`config.mk`:
```
export PLATFORM = sky130hd
export DESIGN_NAME = dual_touch_adaptive_detector_unit
export DESIGN_NICKNAME = d
export VERILOG_FILES = /design/src/hdl/dtad_pkg.sv /design/src/hdl/dual_touch_adaptive_detector_unit.sv /design/src/hdl/dtad_regs.sv /design/src/hdl/dtad_chan.sv /design/src/hdl/dtad_ctrl.sv
export SDC_FILE = /design/constraint.sdc
export NUM_CORES = 2
export LEC_CHECK = 0
export BUFFER_PORTS_ARGS = -buffer_cell sky130_fd_sc_hd__buf_2
export CAP_MARGIN = 20
export CORE_MARGIN = 2
export CORE_UTILIZATION = 35
export CTS_BUF_LIST = sky130_fd_sc_hd__clkbuf_4 sky130_fd_sc_hd__clkbuf_8
export CTS_CLUSTER_SIZE = 30
export DETAILED_ROUTE_END_ITERATION = 16
export GPL_TIMING_DRIVEN = 1
export REMOVE_ABC_BUFFERS = 1
export SLEW_MARGIN = 20
export SYNTH_ARGS = -nofsm -noshare
export SYNTH_HDL_FRONTEND = slang
export SYNTH_SLANG_ARGS = --single-unit
```
`constraint.sdc`:
```
create_clock -name i_clk -period 10.25 [get_ports i_clk]
set_clock_uncertainty 0.2 [all_clocks]
set_input_delay 2.05 -clock i_clk [delete_from_list [all_inputs] [get_ports i_clk]]
set_output_delay 2.05 -clock i_clk [all_outputs]
set_load 0.01 [all_outputs]
```
`src/hdl/dtad_pkg.sv`:
```
package dtad_pkg;

    // Default parameter values
    localparam int SAMPLE_BITS_DEF = 10;
    localparam int MAX_READS_DEF   = 64;

    // Field and state widths
    localparam int RC_W    = 7;    // read count register
    localparam int HYST_W  = 14;   // hysteresis fraction
    localparam int GAIN_W  = 16;   // Q0.16 filter gains
    localparam int ACCUM_W = 16;   // burst sum
    localparam int LEVEL_W = 32;   // Q16.16 level
    localparam int LIMIT_W = 33;   // Q17.16 limit
    localparam int MUL_W   = 17;   // multiplier operand width
    localparam int PROD_W  = 2 * MUL_W;
    localparam int ACC_W   = 51;   // partial product accumulator
    localparam int HI_W    = ACC_W - 16;

    // Fixed point constants
    localparam logic [MUL_W-1:0] ONE_Q16  = 17'h10000;
    localparam logic [15:0]      HALF_Q16 = 16'h8000;

    // APB port
    localparam int ADDR_W = 5;
    localparam int DATA_W = 32;

    // Register reset values
    localparam logic [RC_W-1:0]   RST_READ_COUNT = 7'd40;
    localparam logic [HYST_W-1:0] RST_HYST       = 14'd3277;
    localparam logic [GAIN_W-1:0] RST_FGAIN      = 16'd16384;
    localparam logic [GAIN_W-1:0] RST_TGAIN      = 16'd1966;
    localparam logic              RST_INVERT     = 1'b0;

    // Register map, word index
    typedef enum logic [2:0] {
        REG_READ_COUNT = 3'd0,
        REG_HYST       = 3'd1,
        REG_FGAIN      = 3'd2,
        REG_TGAIN      = 3'd3,
        REG_INVERT     = 3'd4
    } t_reg_idx;

    typedef struct packed {
        logic [RC_W-1:0]   read_count;
        logic [HYST_W-1:0] hyst;
        logic [GAIN_W-1:0] filter_gain;
        logic [GAIN_W-1:0] threshold_gain;
        logic              invert;
    } t_cfg;

    // Datapath step codes, one multiply each except the idle and flag steps
    typedef enum logic [3:0] {
        STEP_IDLE,
        STEP_INIT,   // level <= S<<16, flag cleared, mult S*(1+4f)
        STEP_TGT,    // mult S*(1 -/+ f)
        STEP_GS,     // mult g*S
        STEP_LLO,    // mult (1-g)*level[15:0]
        STEP_LHI,    // mult (1-g)*level[31:16]
        STEP_HLO,    // mult h*target[15:0]
        STEP_HHI,    // mult h*target[32:16]
        STEP_MLO,    // mult (1-h)*limit[15:0]
        STEP_MHI,    // mult (1-h)*limit[32:16]
        STEP_FLAG    // compare, load result
    } t_step;

    typedef struct packed {
        t_step step;
        logic  sample_add;
    } t_cmd;

    typedef enum logic [3:0] {
        ST_IDLE,
        ST_INIT,
        ST_TGT,
        ST_GS,
        ST_LLO,
        ST_LHI,
        ST_HLO,
        ST_HHI,
        ST_MLO,
        ST_MHI,
        ST_DRAIN,
        ST_FLAG
    } t_state;

endpackage

```
`src/hdl/dual_touch_adaptive_detector_unit.sv`:
```
// Dual capacitive touch detector with baseline tracking.
//
// Input channel (i_in_valid / o_in_stall) carries one left/right ADC sample
// pair per item. Items are grouped in bursts of read_count+1, with read_count
// capped at MAX_READS; the first item of a burst is dropped and the rest are
// summed per channel with saturation. Within a burst one item is taken every
// cycle. After the last item of a burst the block stalls its input while one
// 17x17 multiplier per channel runs the level and limit filter updates, one
// partial product per cycle. The result item (o_out_valid / i_out_stall) is
// loaded at the end of the update sequence and holds both touch flags and
// both burst sums in an output register until taken. While it waits,
// the next burst is accepted; a burst that finishes before the result is
// taken holds in its last step until the output register frees up.
// Registers are written over the APB port at byte addresses 0, 4, .. 16;
// writes are meant for idle periods between bursts.
// Reset restores register defaults, clears running sums, filters and flags, and the
// first burst after reset seeds the level and limit filters.
module dual_touch_adaptive_detector_unit import dtad_pkg::*; #(
    parameter int SAMPLE_BITS = SAMPLE_BITS_DEF,
    parameter int MAX_READS   = MAX_READS_DEF
) (
    input  logic                   i_clk,
    input  logic                   i_rst_n,
    // configuration
    input  logic                   psel,
    input  logic                   penable,
    input  logic                   pwrite,
    input  logic [ADDR_W-1:0]      paddr,
    input  logic [DATA_W-1:0]      pwdata,
    output logic [DATA_W-1:0]      prdata,
    output logic                   pready,
    // sample input
    input  logic                   i_in_valid,
    output logic                   o_in_stall,
    input  logic [SAMPLE_BITS-1:0] i_left_sample,
    input  logic [SAMPLE_BITS-1:0] i_right_sample,
    // result output
    output logic                   o_out_valid,
    input  logic                   i_out_stall,
    output logic                   o_left_touched,
    output logic                   o_right_touched,
    output logic [ACCUM_W-1:0]     o_left_total,
    output logic [ACCUM_W-1:0]     o_right_total
);

    t_cfg cfg;
    t_cmd cmd;

    dtad_regs u_regs (
        .i_clk   (i_clk),
        .i_rst_n (i_rst_n),
        .psel    (psel),
        .penable (penable),
        .pwrite  (pwrite),
        .paddr   (paddr),
        .pwdata  (pwdata),
        .prdata  (prdata),
        .pready  (pready),
        .o_cfg   (cfg)
    );

    dtad_ctrl #(
        .MAX_READS (MAX_READS)
    ) u_ctrl (
        .i_clk       (i_clk),
        .i_rst_n     (i_rst_n),
        .i_cfg       (cfg),
        .i_in_valid  (i_in_valid),
        .o_in_stall  (o_in_stall),
        .o_out_valid (o_out_valid),
        .i_out_stall (i_out_stall),
        .o_cmd       (cmd)
    );

    dtad_chan #(
        .SAMPLE_BITS (SAMPLE_BITS)
    ) u_left (
        .i_clk     (i_clk),
        .i_rst_n   (i_rst_n),
        .i_cfg     (cfg),
        .i_cmd     (cmd),
        .i_sample  (i_left_sample),
        .o_touched (o_left_touched),
        .o_total   (o_left_total)
    );

    dtad_chan #(
        .SAMPLE_BITS (SAMPLE_BITS)
    ) u_right (
        .i_clk     (i_clk),
        .i_rst_n   (i_rst_n),
        .i_cfg     (cfg),
        .i_cmd     (cmd),
        .i_sample  (i_right_sample),
        .o_touched (o_right_touched),
        .o_total   (o_right_total)
    );

endmodule

```
`src/hdl/dtad_regs.sv`:
```
module dtad_regs import dtad_pkg::*; (
    input  logic              i_clk,
    input  logic              i_rst_n,
    input  logic              psel,
    input  logic              penable,
    input  logic              pwrite,
    input  logic [ADDR_W-1:0] paddr,
    input  logic [DATA_W-1:0] pwdata,
    output logic [DATA_W-1:0] prdata,
    output logic              pready,
    output t_cfg              o_cfg
);

    t_cfg     r_cfg;
    t_reg_idx idx;
    logic     wr_en;

    assign idx    = t_reg_idx'(paddr[4:2]);
    assign wr_en  = psel && penable && pwrite;
    assign pready = 1'b1;
    assign o_cfg  = r_cfg;

    // Register writes
    always_ff @(posedge i_clk) begin
        if (!i_rst_n) begin
            r_cfg.read_count     <= RST_READ_COUNT;
            r_cfg.hyst           <= RST_HYST;
            r_cfg.filter_gain    <= RST_FGAIN;
            r_cfg.threshold_gain <= RST_TGAIN;
            r_cfg.invert         <= RST_INVERT;
        end else if (wr_en) begin
            unique case (idx)
                REG_READ_COUNT: r_cfg.read_count     <= pwdata[RC_W-1:0];
                REG_HYST:       r_cfg.hyst           <= pwdata[HYST_W-1:0];
                REG_FGAIN:      r_cfg.filter_gain    <= pwdata[GAIN_W-1:0];
                REG_TGAIN:      r_cfg.threshold_gain <= pwdata[GAIN_W-1:0];
                REG_INVERT:     r_cfg.invert         <= pwdata[0];
                default: ;
            endcase
        end
    end

    // Read mux
    always_comb begin
        unique case (idx)
            REG_READ_COUNT: prdata = DATA_W'(r_cfg.read_count);
            REG_HYST:       prdata = DATA_W'(r_cfg.hyst);
            REG_FGAIN:      prdata = DATA_W'(r_cfg.filter_gain);
            REG_TGAIN:      prdata = DATA_W'(r_cfg.threshold_gain);
            REG_INVERT:     prdata = DATA_W'(r_cfg.invert);
            default:        prdata = '0;
        endcase
    end

endmodule

```
`src/hdl/dtad_chan.sv`:
```
module dtad_chan import dtad_pkg::*; #(
    parameter int SAMPLE_BITS = SAMPLE_BITS_DEF
) (
    input  logic                   i_clk,
    input  logic                   i_rst_n,
    input  t_cfg                   i_cfg,
    input  t_cmd                   i_cmd,
    input  logic [SAMPLE_BITS-1:0] i_sample,
    output logic                   o_touched,
    output logic [ACCUM_W-1:0]     o_total
);

    logic [ACCUM_W-1:0] r_accum;
    logic [ACCUM_W-1:0] r_total;
    logic [LEVEL_W-1:0] r_level;
    logic [LIMIT_W-1:0] r_limit;
    logic [LIMIT_W-1:0] r_target;
    logic               r_flag;
    logic [ACC_W-1:0]   r_acc;
    logic [PROD_W-1:0]  r_prod;
    t_step              r_wb;

    logic [MUL_W-1:0]   ng, nh, up, act, s17;
    logic [MUL_W-1:0]   op_a, op_b;
    logic [PROD_W-1:0]  prod;
    logic [ACCUM_W:0]   sum17;
    logic [ACCUM_W-1:0] accum_sat;
    logic [ACC_W-1:0]   acc_lo_sum, acc_hi_sum;
    logic [HI_W-1:0]    hi;
    logic [LEVEL_W-1:0] level_sat;
    logic [LIMIT_W-1:0] limit_sat;
    logic               flag_new;

    assign o_touched = r_flag;
    assign o_total   = r_total;

    // Gain complements and hysteresis factors, all 17 bits
    assign ng  = ONE_Q16 - {1'b0, i_cfg.filter_gain};
    assign nh  = ONE_Q16 - {1'b0, i_cfg.threshold_gain};
    assign up  = ONE_Q16 + {1'b0, i_cfg.hyst, 2'b00};
    assign act = r_flag ? (ONE_Q16 - {3'b000, i_cfg.hyst})
                        : (ONE_Q16 + {3'b000, i_cfg.hyst});
    assign s17 = {1'b0, r_accum};

    // Multiplier operand select
    always_comb begin
        case (i_cmd.step)
            STEP_INIT: begin op_a = s17;                  op_b = up;                end
            STEP_TGT:  begin op_a = s17;                  op_b = act;               end
            STEP_GS:   begin op_a = {1'b0, i_cfg.filter_gain}; op_b = s17;          end
            STEP_LLO:  begin op_a = ng;                   op_b = {1'b0, r_level[15:0]};  end
            STEP_LHI:  begin op_a = ng;                   op_b = {1'b0, r_level[31:16]}; end
            STEP_HLO:  begin op_a = {1'b0, i_cfg.threshold_gain};
                             op_b = {1'b0, r_target[15:0]}; end
            STEP_HHI:  begin op_a = {1'b0, i_cfg.threshold_gain};
                             op_b = r_target[32:16]; end
            STEP_MLO:  begin op_a = nh;                   op_b = {1'b0, r_limit[15:0]};  end
            STEP_MHI:  begin op_a = nh;                   op_b = r_limit[32:16];         end
            default:   begin op_a = '0;                   op_b = '0;                end
        endcase
    end

    assign prod = PROD_W'(op_a) * PROD_W'(op_b);

    // Saturating burst sum
    assign sum17     = {1'b0, r_accum} + (ACCUM_W+1)'(i_sample);
    assign accum_sat = sum17[ACCUM_W] ? '1 : sum17[ACCUM_W-1:0];

    // Product accumulation and rounding back to Q16
    assign acc_lo_sum = r_acc + ACC_W'(r_prod);
    assign acc_hi_sum = r_acc + (ACC_W'(r_prod) << 16);
    assign hi         = acc_hi_sum[ACC_W-1:16];
    assign level_sat  = (|hi[HI_W-1:LEVEL_W]) ? '1 : hi[LEVEL_W-1:0];
    assign limit_sat  = (|hi[HI_W-1:LIMIT_W]) ? '1 : hi[LIMIT_W-1:0];

    assign flag_new = ((LIMIT_W'(r_level) > r_limit) ? 1'b1 : 1'b0) ^ i_cfg.invert;

    // Channel state
    always_ff @(posedge i_clk) begin
        if (!i_rst_n) begin
            r_wb    <= STEP_IDLE;
            r_accum <= '0;
            r_level <= '0;
            r_limit <= '0;
            r_flag  <= 1'b0;
        end else begin
            r_wb <= i_cmd.step;
            if (i_cmd.sample_add) begin
                r_accum <= accum_sat;
            end
            // issue-time actions
            case (i_cmd.step)
                STEP_INIT: begin
                    r_level <= {r_accum, 16'h0000};
                    r_flag  <= 1'b0;
                end
                STEP_FLAG: begin
                    r_flag  <= flag_new;
                    r_accum <= '0;
                end
                default: ;
            endcase
            // writeback of the previous product
            case (r_wb)
                STEP_INIT: r_limit <= r_prod[LIMIT_W-1:0];
                STEP_LHI:  r_level <= level_sat;
                STEP_MHI:  r_limit <= limit_sat;
                default: ;
            endcase
        end
    end

    // Product pipeline and accumulator
    always_ff @(posedge i_clk) begin
        r_prod <= prod;
        if (i_cmd.step == STEP_FLAG) begin
            r_total <= r_accum;
        end
        case (r_wb)
            STEP_TGT: r_target <= r_prod[LIMIT_W-1:0];
            STEP_GS:  r_acc    <= ACC_W'(HALF_Q16) + (ACC_W'(r_prod) << 16);
            STEP_LLO: r_acc    <= acc_lo_sum;
            STEP_HLO: r_acc    <= ACC_W'(HALF_Q16) + ACC_W'(r_prod);
            STEP_HHI: r_acc    <= acc_hi_sum;
            STEP_MLO: r_acc    <= acc_lo_sum;
            default: ;
        endcase
    end

endmodule

```
`src/hdl/dtad_ctrl.sv`:
```
module dtad_ctrl import dtad_pkg::*; #(
    parameter int MAX_READS = MAX_READS_DEF
) (
    input  logic i_clk,
    input  logic i_rst_n,
    input  t_cfg i_cfg,
    input  logic i_in_valid,
    output logic o_in_stall,
    output logic o_out_valid,
    input  logic i_out_stall,
    output t_cmd o_cmd
);

    localparam int              PW       = $clog2(MAX_READS + 1);
    localparam logic [RC_W-1:0] MAX_RC   = RC_W'(MAX_READS);

    t_state          r_state, n_state;
    logic [PW-1:0]   r_pos, n_pos;
    logic            r_initialized, n_initialized;
    logic            r_out_valid, n_out_valid;
    logic [RC_W-1:0] eff;
    logic            in_accept;

    assign eff         = (i_cfg.read_count > MAX_RC) ? MAX_RC : i_cfg.read_count;
    assign o_in_stall  = (r_state != ST_IDLE);
    assign in_accept   = i_in_valid && (r_state == ST_IDLE);
    assign o_out_valid = r_out_valid;

    // State registers
    always_ff @(posedge i_clk) begin
        if (!i_rst_n) begin
            r_state       <= ST_IDLE;
            r_pos         <= '0;
            r_initialized <= 1'b0;
            r_out_valid   <= 1'b0;
        end else begin
            r_state       <= n_state;
            r_pos         <= n_pos;
            r_initialized <= n_initialized;
            r_out_valid   <= n_out_valid;
        end
    end

    // Next state and datapath commands
    always_comb begin
        n_state          = r_state;
        n_pos            = r_pos;
        n_initialized    = r_initialized;
        n_out_valid      = r_out_valid && i_out_stall;
        o_cmd.step       = STEP_IDLE;
        o_cmd.sample_add = 1'b0;
        unique case (r_state)
            ST_IDLE: begin
                if (in_accept) begin
                    // first item of a burst is dropped
                    o_cmd.sample_add = (r_pos != '0);
                    if (RC_W'(r_pos) < eff) begin
                        n_pos = r_pos + PW'(1);
                    end else begin
                        n_pos   = '0;
                        n_state = r_initialized ? ST_TGT : ST_INIT;
                    end
                end
            end
            ST_INIT: begin
                o_cmd.step    = STEP_INIT;
                n_initialized = 1'b1;
                n_state       = ST_TGT;
            end
            ST_TGT: begin
                o_cmd.step = STEP_TGT;
                n_state    = ST_GS;
            end
            ST_GS: begin
                o_cmd.step = STEP_GS;
                n_state    = ST_LLO;
            end
            ST_LLO: begin
                o_cmd.step = STEP_LLO;
                n_state    = ST_LHI;
            end
            ST_LHI: begin
                o_cmd.step = STEP_LHI;
                n_state    = ST_HLO;
            end
            ST_HLO: begin
                o_cmd.step = STEP_HLO;
                n_state    = ST_HHI;
            end
            ST_HHI: begin
                o_cmd.step = STEP_HHI;
                n_state    = ST_MLO;
            end
            ST_MLO: begin
                o_cmd.step = STEP_MLO;
                n_state    = ST_MHI;
            end
            ST_MHI: begin
                o_cmd.step = STEP_MHI;
                n_state    = ST_DRAIN;
            end
            ST_DRAIN: begin
                // last limit writeback
                n_state = ST_FLAG;
            end
            ST_FLAG: begin
                // load result once the output register is free
                if (!r_out_valid || !i_out_stall) begin
                    o_cmd.step  = STEP_FLAG;
                    n_out_valid = 1'b1;
                    n_state     = ST_IDLE;
                end
            end
            default: n_state = ST_IDLE;
        endcase
    end

endmodule
```
==> metrics.md <==
| Metric | Value |
|---|---|
| Status | `finished clean` |
| Die X | `389 um` |
| CP max stage cell | `fa_1` |
| Max_cap viols | `0` |
| WL/cell | `22.6 um` |
| Pin count of the biggest net entering global routing | `92` |
| Post-route setup slack | `0.391 ns` |
| Peak supply drop | `0.000102 V` |
| Initial Util | `35.2%` |
| Lkg Pwr | `25.9 nW` |
| Fin crit period | `between 9 and 10 ns` |
| Final hold vios | `0` |
| R2r worst-path depth | `30` |
| Part of the cycle the worst path needs | `approximately 96%` |
| GRT Total Usage | `24.4%` |
| CTS tree | `built` |
| Non-Filler Instances | `8256` |
| Max-slew violations | `0` |
| Syn-to-layout area delta | `10.3%` |
| Die area | `0.151 mm^2` |
| Vias per std cell | `5.62` |
| HP Class | `reg2reg` |
| Buffers added on ports | `97` |
| Clock slew at reported path FFs | `0.07 ns` |
| Worst EP required | `10.76 ns` |
| Peak Freq | `101 MHz` |
| Avg Inst Size Synth | `8.41 um^2` |
| Asr flop ratio synth | `0%` |
| Pre-antenna DRT Iters | `8` |
| Hold Path End | `u_right.r_limit[11]` |
| GPL Wtd Cong | `approximately 0.98` |
| Max stage delay on crit path | `0.56 ns` |
| Post-DP HPWL | `142 mm` |
| Hold Crit Start | `u_right.r_limit[11]` |
| Nets | `7214` |
| Critical Path End Type | `register` |
| Maximum fanout along the worst path | `6` |
| Netlist cell types | `80` |
| Total power | `4.51 mW` |
| Warnings from Yosys | `0` |
| Root Buffer Master | `clkbuf_8` |
| Top FF cell, synth | `dfxtp_1` |
| Actual slew at the worst max-slew pin | `1.17 ns` |
| Final wirelength | `about 190 mm` |
| Synth Cell Area | `0.0518 mm^2` |
| Total CTS buffers | `96` |
| Row count | `between 100 and 150` |
| Critical R2R Capture | `u_left.r_prod[33]` |
| Core ar. | `around 0.15 mm^2` |
| Layout cells sized above 1 | `around 8.1%` |
| Placed cell area | `0.0550 mm^2` |
| DR iter-0 viols | `4739` |
| Worst-skew pair later-pin latency | `about 0.8 ns` |
| CTS Buffer Depth | `3` |
| Setup violations, final | `0` |
| DRC violations left | `0` |
| R2r setup slk | `around 0.4 ns` |
| Register area share after synthesis | `a little under a quarter` |
| Cell Pwr Density | `slightly below 80 mW/mm^2` |
| Chip height | `389 um` |
| Initial antenna violation count | `5` |
| Max_slew headroom | `21.1%` |
| Placed insts | `a little over 8k` |
| Setup TNS | `0 ns` |
| Hold path depth | `1` |
| FF+latch count, synth | `503` |
| RSZ-0062 raised after global routing | `false` |
| Vias in the first global route | `45.6k` |
| Worst r2r src | `u_regs.o_cfg[33]` |
| Post-synth top area share | `17.5%` |
| Synthesized instance count | `between 6k and 7k` |
| Fillers | `15.0k` |
| Arr. time, crit path | `10.37 ns` |
| H-tree levels | `3` |
| EDFF count, synth | `200` |
| CP Class | `reg2reg` |
| IO Pins | `approximately 130` |
| Clock sinks | `roughly 500` |
| DR vias | `46.4k` |
| Critical Path Source Type | `register` |
| Yosys top cell by area | `fa_1` |
| First-pass GRT wire length | `282 mm` |
| Remaining Overflow, GRT | `0` |
| Most frequent CP cell | `fa_1` |
| Area contributors post-synth | `fa_1 18%, dfxtp_1 12%, edfxtp_1 12%` |
| Place WS | `between 0.2 and 0.3 ns` |
| Antenna viol nets, final | `0` |
| Post-route cell area | `around 0.057 mm^2` |
[sequential cells by signal, indices dropped and copies added (netlist names), 4 cells and up]
register	cells
u_left.r_limit	33
u_right.r_level	32
u_left.r_target	33
u_right.r_limit	33
u_left.r_wb	4
u_right.r_accum	16
u_right.r_acc	51
u_left.r_acc	51
u_left.r_accum	16
u_ctrl.r_state	4
u_left.r_prod	34
u_right.r_target	33
u_ctrl.r_pos	7
u_right.o_total	16
u_regs.o_cfg	54
u_left.o_total	16
u_left.r_level	32
u_right.r_prod	34
[worst max-delay path, delay by kind of cell, from the launching register on]
kind | cells | cell delay, ns
adders and majority gates | 8 | 3.67
and+or+nand+nor | 9 | 3.03
AOI/OAI and AO/OA | 9 | 2.20
DFF | 1 | 0.31
buffers and inverters | 3 | 0.22
xor gates and xnor gates | 1 | 0.12
[cell usage in the layout, fill, tap and decap left out, drive strengths merged, types with 82 or more instances in the layout]
master	synthesis	layout
dfxtp	303	303
clkbuf	264	144
o21ai	330	330
xnor2	161	161
fa	454	454
a21oi	398	398
buf	33	269
xor2	132	132
nor2	539	539
nand2	814	814
inv	700	707
and2	82	82
edfxtp	200	200
ha	449	449
a21o	189	189
nand3	123	123
[worst max path at each step]
stage | startpoint | end | slack (ns) | depth (start not counted)
6_report | u_regs.o_cfg[33] | u_left.r_prod[33] | 0.39 | 30
3_3_place_gp | u_regs.o_cfg[33] | u_left.r_prod[33] | 0.35 | 31
4_1_cts | u_regs.o_cfg[33] | u_left.r_prod[33] | 0.22 | 31
5_1_grt | u_regs.o_cfg[33] | u_left.r_prod[33] | 0.04 | 30
2_1_floorplan | u_ctrl.r_state[1] | u_left.r_prod[33] | 0.04 | 26
3_5_place_dp | u_regs.o_cfg[33] | u_left.r_prod[33] | 0.29 | 31
[layout make-up]
type / instances / area, um^2 / share of cell area [%]
clock buffers: 144 / 1810 / 3.17
inverters: 700 / 2630 / 4.60
repair buffers: 269 / 1820 / 3.18
diodes: 1 / 2.50 / 0.00438
multi-input cells: 4677 / 36100 / 63.2
well taps: 1930 / 2410 / 4.23
clock inverters: 32 / 285 / 0.499
flip-flops and latches: 503 / 12100 / 21.1
[layer usage]
metal / global-route usage, % / vias up / share of wire, %
met3: 4.61 / 403 / 9.5
met4: 11.1 / 0 / 5.0
met2: 37.4 / 2171 / 43
met5: 0 / - / 0
met1: 33.2 / 22700 / 42
li1: - / 21100 / -
[timing repair]
action	4_1_cts	5_1_grt
hold buffers	0	0
buffers inserted	0	1
endpoints found under the setup margin	0	2
endpoints found under the hold margin	0	0
gates resized for setup	0	1
[cells by family (layout without fill, tap and decap cells)]
logic type	count (synthesis)	after routing	synth area share [%]
simple gates	1971	1971	17.0
other cells	2	18	0.0145
compound gates	1454	1454	18.1
buf+inv	997	1145	7.35
xor+xnor	293	293	4.95
mux	39	39	0.915
flops	503	503	23.3
fa+ha+maj	903	903	28.4
[synth_stat cells (all sizes together) (41+ instances only)]
library cell  instances
xnor2               161
a22oi                59
a21o                189
fa                  454
nand2               814
o211ai               67
inv                 700
o21ai               330
and2                 82
dfxtp               303
nand3               123
nor3                 73
a211oi               45
nand4                50
a21oi               398
a21boi               46
or3                  72
edfxtp              200
and3                 41
a31oi                41
nor2                539
xor2                132
ha                  449
o21a                 43
clkbuf              264
nor2b                64
[report_power, final]
group | switching (mW) | internal [mW]
clock network | 0.999 | 1.24
registers | 0.0245 | 2.08
logic | 0.113 | 0.0589
total | 1.14 | 3.37
[metrics by stage]
stage	util, %	hold WS [ns]
2_1_floorplan	-	0.225
3_3_place_gp	37.3	0.238
3_5_place_dp	37.4	0.243
4_1_cts	38.8	0.256
5_1_grt	38.8	0.285
6_report	38.8	0.255
(Power assumes the default switching activity.)
